<file path="src/hdl/lrut_pkg.sv">
// ----------------------------------------------------------------------------
// lrut_pkg: shared types and constants for the LRU hit tracker
// Field widths, reset value of the ways register and the control bundle
// that the top level broadcasts to every cell of the recency stack.
// ----------------------------------------------------------------------------
`timescale 1ns / 1ps

package lrut_pkg;

  // Key width and ways register width are fixed by the interface
  localparam int unsigned KeyW  = 32;
  localparam int unsigned WaysW = 7;

  localparam logic [WaysW-1:0] WaysReset = 7'd64;

  // Broadcast control to each cell
  typedef struct packed {
    logic upd;     // a request is accepted: recency stack moves this cycle
    logic hit;     // the key matched some valid entry in use
    logic cfg_we;  // ways register is written this cycle
  } lrut_ctrl_t;

endpackage

</file>
<file path="src/hdl/lru_cache_hit_tracker_unit.sv">
// Latency: the hit flag is shown in the cycle after the request is accepted.
// Throughput: one request per cycle while the output is empty or its result is
// taken; the compare across all cells and the match chain are combinational and the recency stack shifts one position.
// Reset: all valid bits cleared, ways register set to 64, output empty.
// ----------------------------------------------------------------------------
// lru_cache_hit_tracker_unit: fully associative LRU cache hit tracker
// A chain of CAPACITY cells forms the recency stack, position 0 most recent.
// Each request compares its key in every cell; hit or miss moves the stack.
// ----------------------------------------------------------------------------
`timescale 1ns / 1ps

module lru_cache_hit_tracker_unit import lrut_pkg::*; #(
  parameter int unsigned CAPACITY = 64
) (
  input  logic             clk_i,
  input  logic             rst_ni,
  input  logic             in_valid_i,
  output logic             in_ready_o,
  input  logic [KeyW-1:0]  key_i,
  output logic             out_valid_o,
  input  logic             out_ready_i,
  output logic             hit_o,
  input  logic             cfg_we_i,
  input  logic [WaysW-1:0] cfg_wdata_i
);

  localparam int unsigned NW = $clog2(CAPACITY + 1);

  // Ways count clamped to 1..CAPACITY
  function automatic logic [NW-1:0] eff_ways(logic [WaysW-1:0] w);
    logic [31:0] w32;
    logic [31:0] res;
    w32 = 32'(w);
    res = w32;
    if (w32 == 32'd0) begin
      res = 32'd1;
    end else if (w32 > 32'(CAPACITY)) begin
      res = 32'(CAPACITY);
    end
    return res[NW-1:0];
  endfunction

  logic [WaysW-1:0] ways_q;
  logic [NW-1:0]    eff_cur, eff_new;
  logic             accept;
  logic             out_valid_q, out_valid_d;
  logic             hit_q;
  lrut_ctrl_t       ctrl;

  logic [KeyW-1:0] cell_key   [CAPACITY];
  logic [KeyW-1:0] prev_key   [CAPACITY];
  logic            prev_valid [CAPACITY];
  logic [CAPACITY-1:0] cell_valid, in_use, keep, match;
  logic [CAPACITY:0]   seen;

  // Ways register
  always_ff @(posedge clk_i or negedge rst_ni) begin
    if (!rst_ni) begin
      ways_q <= WaysReset;
    end else if (cfg_we_i) begin
      ways_q <= cfg_wdata_i;
    end
  end

  assign eff_cur = eff_ways(ways_q);
  assign eff_new = eff_ways(cfg_wdata_i);

  // Request handshake: output register parts the two sides
  assign in_ready_o = !out_valid_q || out_ready_i;
  assign accept     = in_valid_i && in_ready_o;

  assign seen[0]    = 1'b0;
  assign ctrl.upd   = accept;
  assign ctrl.hit   = seen[CAPACITY];
  assign ctrl.cfg_we = cfg_we_i;

  // Recency stack
  for (genvar i = 0; i < CAPACITY; i++) begin : g_cell
    if (i == 0) begin : g_head
      assign prev_key[i]   = key_i;
      assign prev_valid[i] = 1'b1;
    end else begin : g_body
      assign prev_key[i]   = cell_key[i-1];
      assign prev_valid[i] = cell_valid[i-1];
    end
    assign in_use[i] = NW'(i) < eff_cur;
    assign keep[i]   = NW'(i) < eff_new;

    lrut_cell u_cell (
      .clk_i        (clk_i),
      .rst_ni       (rst_ni),
      .ctrl_i       (ctrl),
      .key_i        (key_i),
      .in_use_i     (in_use[i]),
      .keep_i       (keep[i]),
      .prev_key_i   (prev_key[i]),
      .prev_valid_i (prev_valid[i]),
      .seen_i       (seen[i]),
      .key_o        (cell_key[i]),
      .valid_o      (cell_valid[i]),
      .seen_o       (seen[i+1]),
      .match_o      (match[i])
    );
  end

  // Result register
  always_comb begin
    out_valid_d = out_valid_q;
    if (accept) begin
      out_valid_d = 1'b1;
    end else if (out_ready_i) begin
      out_valid_d = 1'b0;
    end
  end

  always_ff @(posedge clk_i or negedge rst_ni) begin
    if (!rst_ni) begin
      out_valid_q <= 1'b0;
    end else begin
      out_valid_q <= out_valid_d;
    end
  end

  always_ff @(posedge clk_i) begin
    if (accept) begin
      hit_q <= ctrl.hit;
    end
  end

  assign out_valid_o = out_valid_q;
  assign hit_o       = hit_q;

  // A key is held by at most one valid entry
  assert property (@(posedge clk_i) disable iff (!rst_ni) $onehot0(match))
    else $error("duplicate key in recency stack");

  // Valid entries only live in positions in use
  assert property (@(posedge clk_i) disable iff (!rst_ni)
    (cell_valid & ~in_use) == '0)
    else $error("valid entry beyond ways in use");

  // Accepted key lands valid at the most recent position
  assert property (@(posedge clk_i) disable iff (!rst_ni)
    accept && !cfg_we_i |=> cell_valid[0] && cell_key[0] == $past(key_i))
    else $error("head of stack not updated");

  // Every accepted request yields a result next cycle
  assert property (@(posedge clk_i) disable iff (!rst_ni)
    accept |=> out_valid_o && hit_o == $past(ctrl.hit))
    else $error("result not presented");

endmodule

</file>
<file path="src/hdl/lrut_cell.sv">
// ----------------------------------------------------------------------------
// lrut_cell: one position of the recency stack
// Holds a key and its valid bit, compares against the broadcast key and
// takes the contents of the more recent neighbour when the stack shifts.
// ----------------------------------------------------------------------------
`timescale 1ns / 1ps

module lrut_cell import lrut_pkg::*; (
  input  logic            clk_i,
  input  logic            rst_ni,
  input  lrut_ctrl_t      ctrl_i,
  input  logic [KeyW-1:0] key_i,        // broadcast lookup key
  input  logic            in_use_i,     // position below the current ways count
  input  logic            keep_i,       // position below the ways count being written
  input  logic [KeyW-1:0] prev_key_i,   // contents of the more recent neighbour
  input  logic            prev_valid_i,
  input  logic            seen_i,       // match found at a more recent position
  output logic [KeyW-1:0] key_o,
  output logic            valid_o,
  output logic            seen_o,
  output logic            match_o
);

  logic [KeyW-1:0] key_q, key_d;
  logic            valid_q, valid_d;
  logic            shift;

  // Associative compare
  assign match_o = valid_q && in_use_i && (key_q == key_i);
  assign seen_o  = seen_i | match_o;

  // On a hit positions up to the matching one shift; on a miss all in use
  assign shift = ctrl_i.hit ? !seen_i : in_use_i;

  always_comb begin
    key_d   = key_q;
    valid_d = valid_q;
    if (ctrl_i.upd && shift) begin
      key_d   = prev_key_i;
      valid_d = prev_valid_i;
    end
    if (ctrl_i.cfg_we && !keep_i) begin
      valid_d = 1'b0;
    end
  end

  // Key is payload only, no reset needed
  always_ff @(posedge clk_i) begin
    key_q <= key_d;
  end

  always_ff @(posedge clk_i or negedge rst_ni) begin
    if (!rst_ni) begin
      valid_q <= 1'b0;
    end else begin
      valid_q <= valid_d;
    end
  end

  assign key_o   = key_q;
  assign valid_o = valid_q;

endmodule
</file>
<file path="config.mk">
export PLATFORM = sky130hd
export DESIGN_NAME = lru_cache_hit_tracker_unit
export DESIGN_NICKNAME = d
export VERILOG_FILES = /design/src/hdl/lrut_pkg.sv /design/src/hdl/lru_cache_hit_tracker_unit.sv /design/src/hdl/lrut_cell.sv
export SDC_FILE = /design/constraint.sdc
export NUM_CORES = 2
export LEC_CHECK = 0
export BUFFER_PORTS_ARGS = -buffer_cell sky130_fd_sc_hd__buf_4
export CORE_ASPECT_RATIO = 0.5
export CORE_UTILIZATION = 58
export DETAILED_ROUTE_END_ITERATION = 7
export GPL_ROUTABILITY_DRIVEN = 0
export PLACE_DENSITY = 0.74
export SKIP_LAST_GASP = 1
export SYNTH_ARGS = -nofsm -noshare
export SYNTH_HDL_FRONTEND = slang
export SYNTH_SLANG_ARGS = --single-unit
</file>
<file path="constraint.sdc">
create_clock -name clk_i -period 12.6 [get_ports clk_i]
set_input_delay 1.26 -clock clk_i [delete_from_list [all_inputs] [get_ports clk_i]]
set_output_delay 1.26 -clock clk_i [all_outputs]
set_load 0.005 [all_outputs]
</file>
==> reports/summary.txt <==
run status -> finished with violations
violations in the final reports -> design-rule violations, max-capacitance violations, max-slew violations
Initial Util -> 58.6%
share of layout cells above drive strength 1 -> 8.47%
Post-Layout Cell Count -> 8386
clock root buffer master -> clkbuf_16
area grow syn2layout -> 9.04%
core area -> 158000 µm²
Nets -> 6172
Arr. time, crit path -> 8.28 ns
Power Dens Cells -> 157 nW/µm²
HP Class -> primary input to asynchronous set/reset pin
Die X -> 568 µm
Crit path required time -> 13.04 ns
Post-Synthesis Cell Area -> 92900 µm²
clk_skew -> 0.0558 ns
# resized after CTS -> 0
Setup TNS -> 0 ns
DR pass1 iterations -> 8
# rows -> 103
Setup CP Type -> primary input to register
distinct cell type count of the synthesized netlist -> 85
DRC -> 19
WL final -> 274000 µm
GRT Residual Overflow -> 0
CTS tree -> yes
Critical Path Sink Type -> register
# setup viols final -> 0
CTS Sinks -> 2121
Final Hold Viols -> 0
static leakage -> 31.5 nW
first-pass GRT wire length -> 387000 µm
cell taking the most area after synthesis -> edfxtp_1
Avg Cell Area, Syn -> 15.4 µm²
final worst-path cycle share -> 62.2%
min cycle time layout -> 7.84 ns
commonest cells after routing, fill and taps aside -> edfxtp_1 (2049), xnor2_1 (1510), xor2_1 (524), nand4_1 (405), nor4_1 (220)
Via Count -> 55185
synth warn -> 0
Clk Latency, worst-skew pair -> 0.85 ns
Synth Instances -> 6046
drt first-iter violations -> 8701
H-tree levels -> 4
share of the synthesized area in the top cell type -> 66.3%
I/O Buffers -> 46
CTS Hold Bufs -> 0
Vias/cell -> 6.58
syn_nets -> 6090
synth top area cells -> edfxtp_1 (66%), xnor2_1 (14%), xor2_1 (4.9%)
placed cells -> 8045
RSZ-0062 raised after global routing -> no
Setup crit start kind -> primary input
initial antenna violation count -> 14
Inserted Clock Buffers -> 181
synthesized flop and latch total -> 2121
Slew @ Worst Pin -> 1.61 ns
Clock Path Buffers -> 3
EDFF count, synth -> 2049
Worst VDD drop -> 0.158 mV
commonest non-fill, non-tap cell in the layout -> edfxtp_1
I/O pin cnt -> 47
Max-Cap Viols -> 1
f_max -> 128 MHz
async set-reset flop share out of synthesis -> 3.39%
WL per Instance -> 32.7 µm
Setup Fix Bufs, Post-CTS -> 0
clock-pin transition on the worst setup and hold timing paths -> 0.07 ns
largest net degree at the start of global routing -> 41
Slew Limit Fails -> 5
Die Ht -> 285 µm
vias in the first global route -> 54359
Final HPWL DP -> 189000 µm
sequential share of the synthesized area -> 68.2%
Main synth FF type -> edfxtp_1
maximum fanout along the worst path -> 33
Die ar. -> 162000 µm²
Overall Global Routing Usage -> 33.6%
Rel. slew slack -> -8.25%
Post-DRT Antenna Nets -> 0
path summary, 6_finish.rpt:
kind | start | end | slack (ns) | depth (start not counted)
worst min-delay path | rst_ni | out_valid_o | 0.44 | 1
worst max register to register | ways_q[0] | g_cell[30].u_cell.key_o[8] | 5.28 | 10
min in group clk_i | g_cell[49].u_cell.key_o[19] | g_cell[50].u_cell.key_o[19] | 0.45 | 0
worst min register to register | g_cell[49].u_cell.key_o[19] | g_cell[50].u_cell.key_o[19] | 0.45 | 0
worst max-delay path | key_i[1] | g_cell[30].u_cell.key_o[8] | 4.76 | 14
max in group asynchronous | rst_ni | g_cell[7].u_cell.valid_o | 10.92 | 2
synthesized netlist by cell type (15+ instances only):
cell type,n
clkbuf_1,23
nor4_1,222
buf_4,184
nor3_1,96
a31oi_1,15
a21oi_1,65
or3_1,24
xnor2_1,1510
buf_6,31
nand2_1,154
inv_1,27
buf_2,26
nand4_1,405
mux2i_1,55
o21ai_0,51
xor2_1,524
nor2_1,121
and3_1,35
nand3_1,104
dfrtp_1,71
edfxtp_1,2049
nand2b_1,24
a211oi_1,15
worst max-delay path, cell delays in order:
cell and delay, ns:
buf_4 0.32, buf_4 0.64, buf_4 0.69, xnor2_1 0.21
and4_1 0.24, nand4_1 0.11, nor4_1 0.12, a2111oi_0 0.91
buf_4 0.25, nor4bb_4 1.12, and2_2 0.61, buf_4 0.60
nand3_1 0.28, a21oi_4 0.80
report_power, final:
part           switching [mW]  internal [mW]  total [mW]  leakage [nW]
registers               0.372           8.27        8.64          20.1
clock network            2.67           3.03        5.70          2.89
logic                    1.01          0.518        1.53          8.51
total                    4.05           11.8        15.9          31.5
cell families after synthesis:
group / synth area share (%)
AO/OA/AOI/OAI: 1.77
XOR/XNOR: 19.2
multiplexers: 0.653
AND/OR/NAND/NOR: 7.97
flip-flops: 68.2
buffers and inverters: 2.23
per-layer routing:
layer,track usage (%),vias to the layer above,part of all wire (%)
met5,1.18,-,0.12
met1,47.2,27503,38
met3,11.2,837,15
met4,13.4,28,4.5
met2,48.5,4383,42
li1,-,22434,-
flip-flops by register name, indices dropped and copies added, names as in the netlist:
signal and count:
g_cell.u_cell.valid_o 64, g_cell.u_cell.key_o 2048, out_valid_o 1, ways_q 7
hit_o 1
metrics by stage:
step	worst slack, ns	area [µm²]	hold slack [ns]	utilization (%)	power (mW)
2_1_floorplan	6.07	92900	0.426	-	9.65
4_1_cts	5.41	101000	0.438	63.9	15.8
5_1_grt	5.00	101000	0.468	63.9	16.2
3_3_place_gp	4.55	95300	0.447	60.2	10.2
6_report	4.76	101000	0.443	63.9	15.9
3_5_place_dp	4.58	95300	0.443	60.2	10.2
cell type report:
class                      count  area [µm²]
clock buffer                 245        4940
tap                         2100        2630
timing repair buffer         168        1260
antenna                        5        12.5
clock inverter                91         986
fill                       10988       57100
sequential                  2121       63300
inverter                      27         101
multi-input combinational   3629       28000
Power figures use the tool's default switching activity.
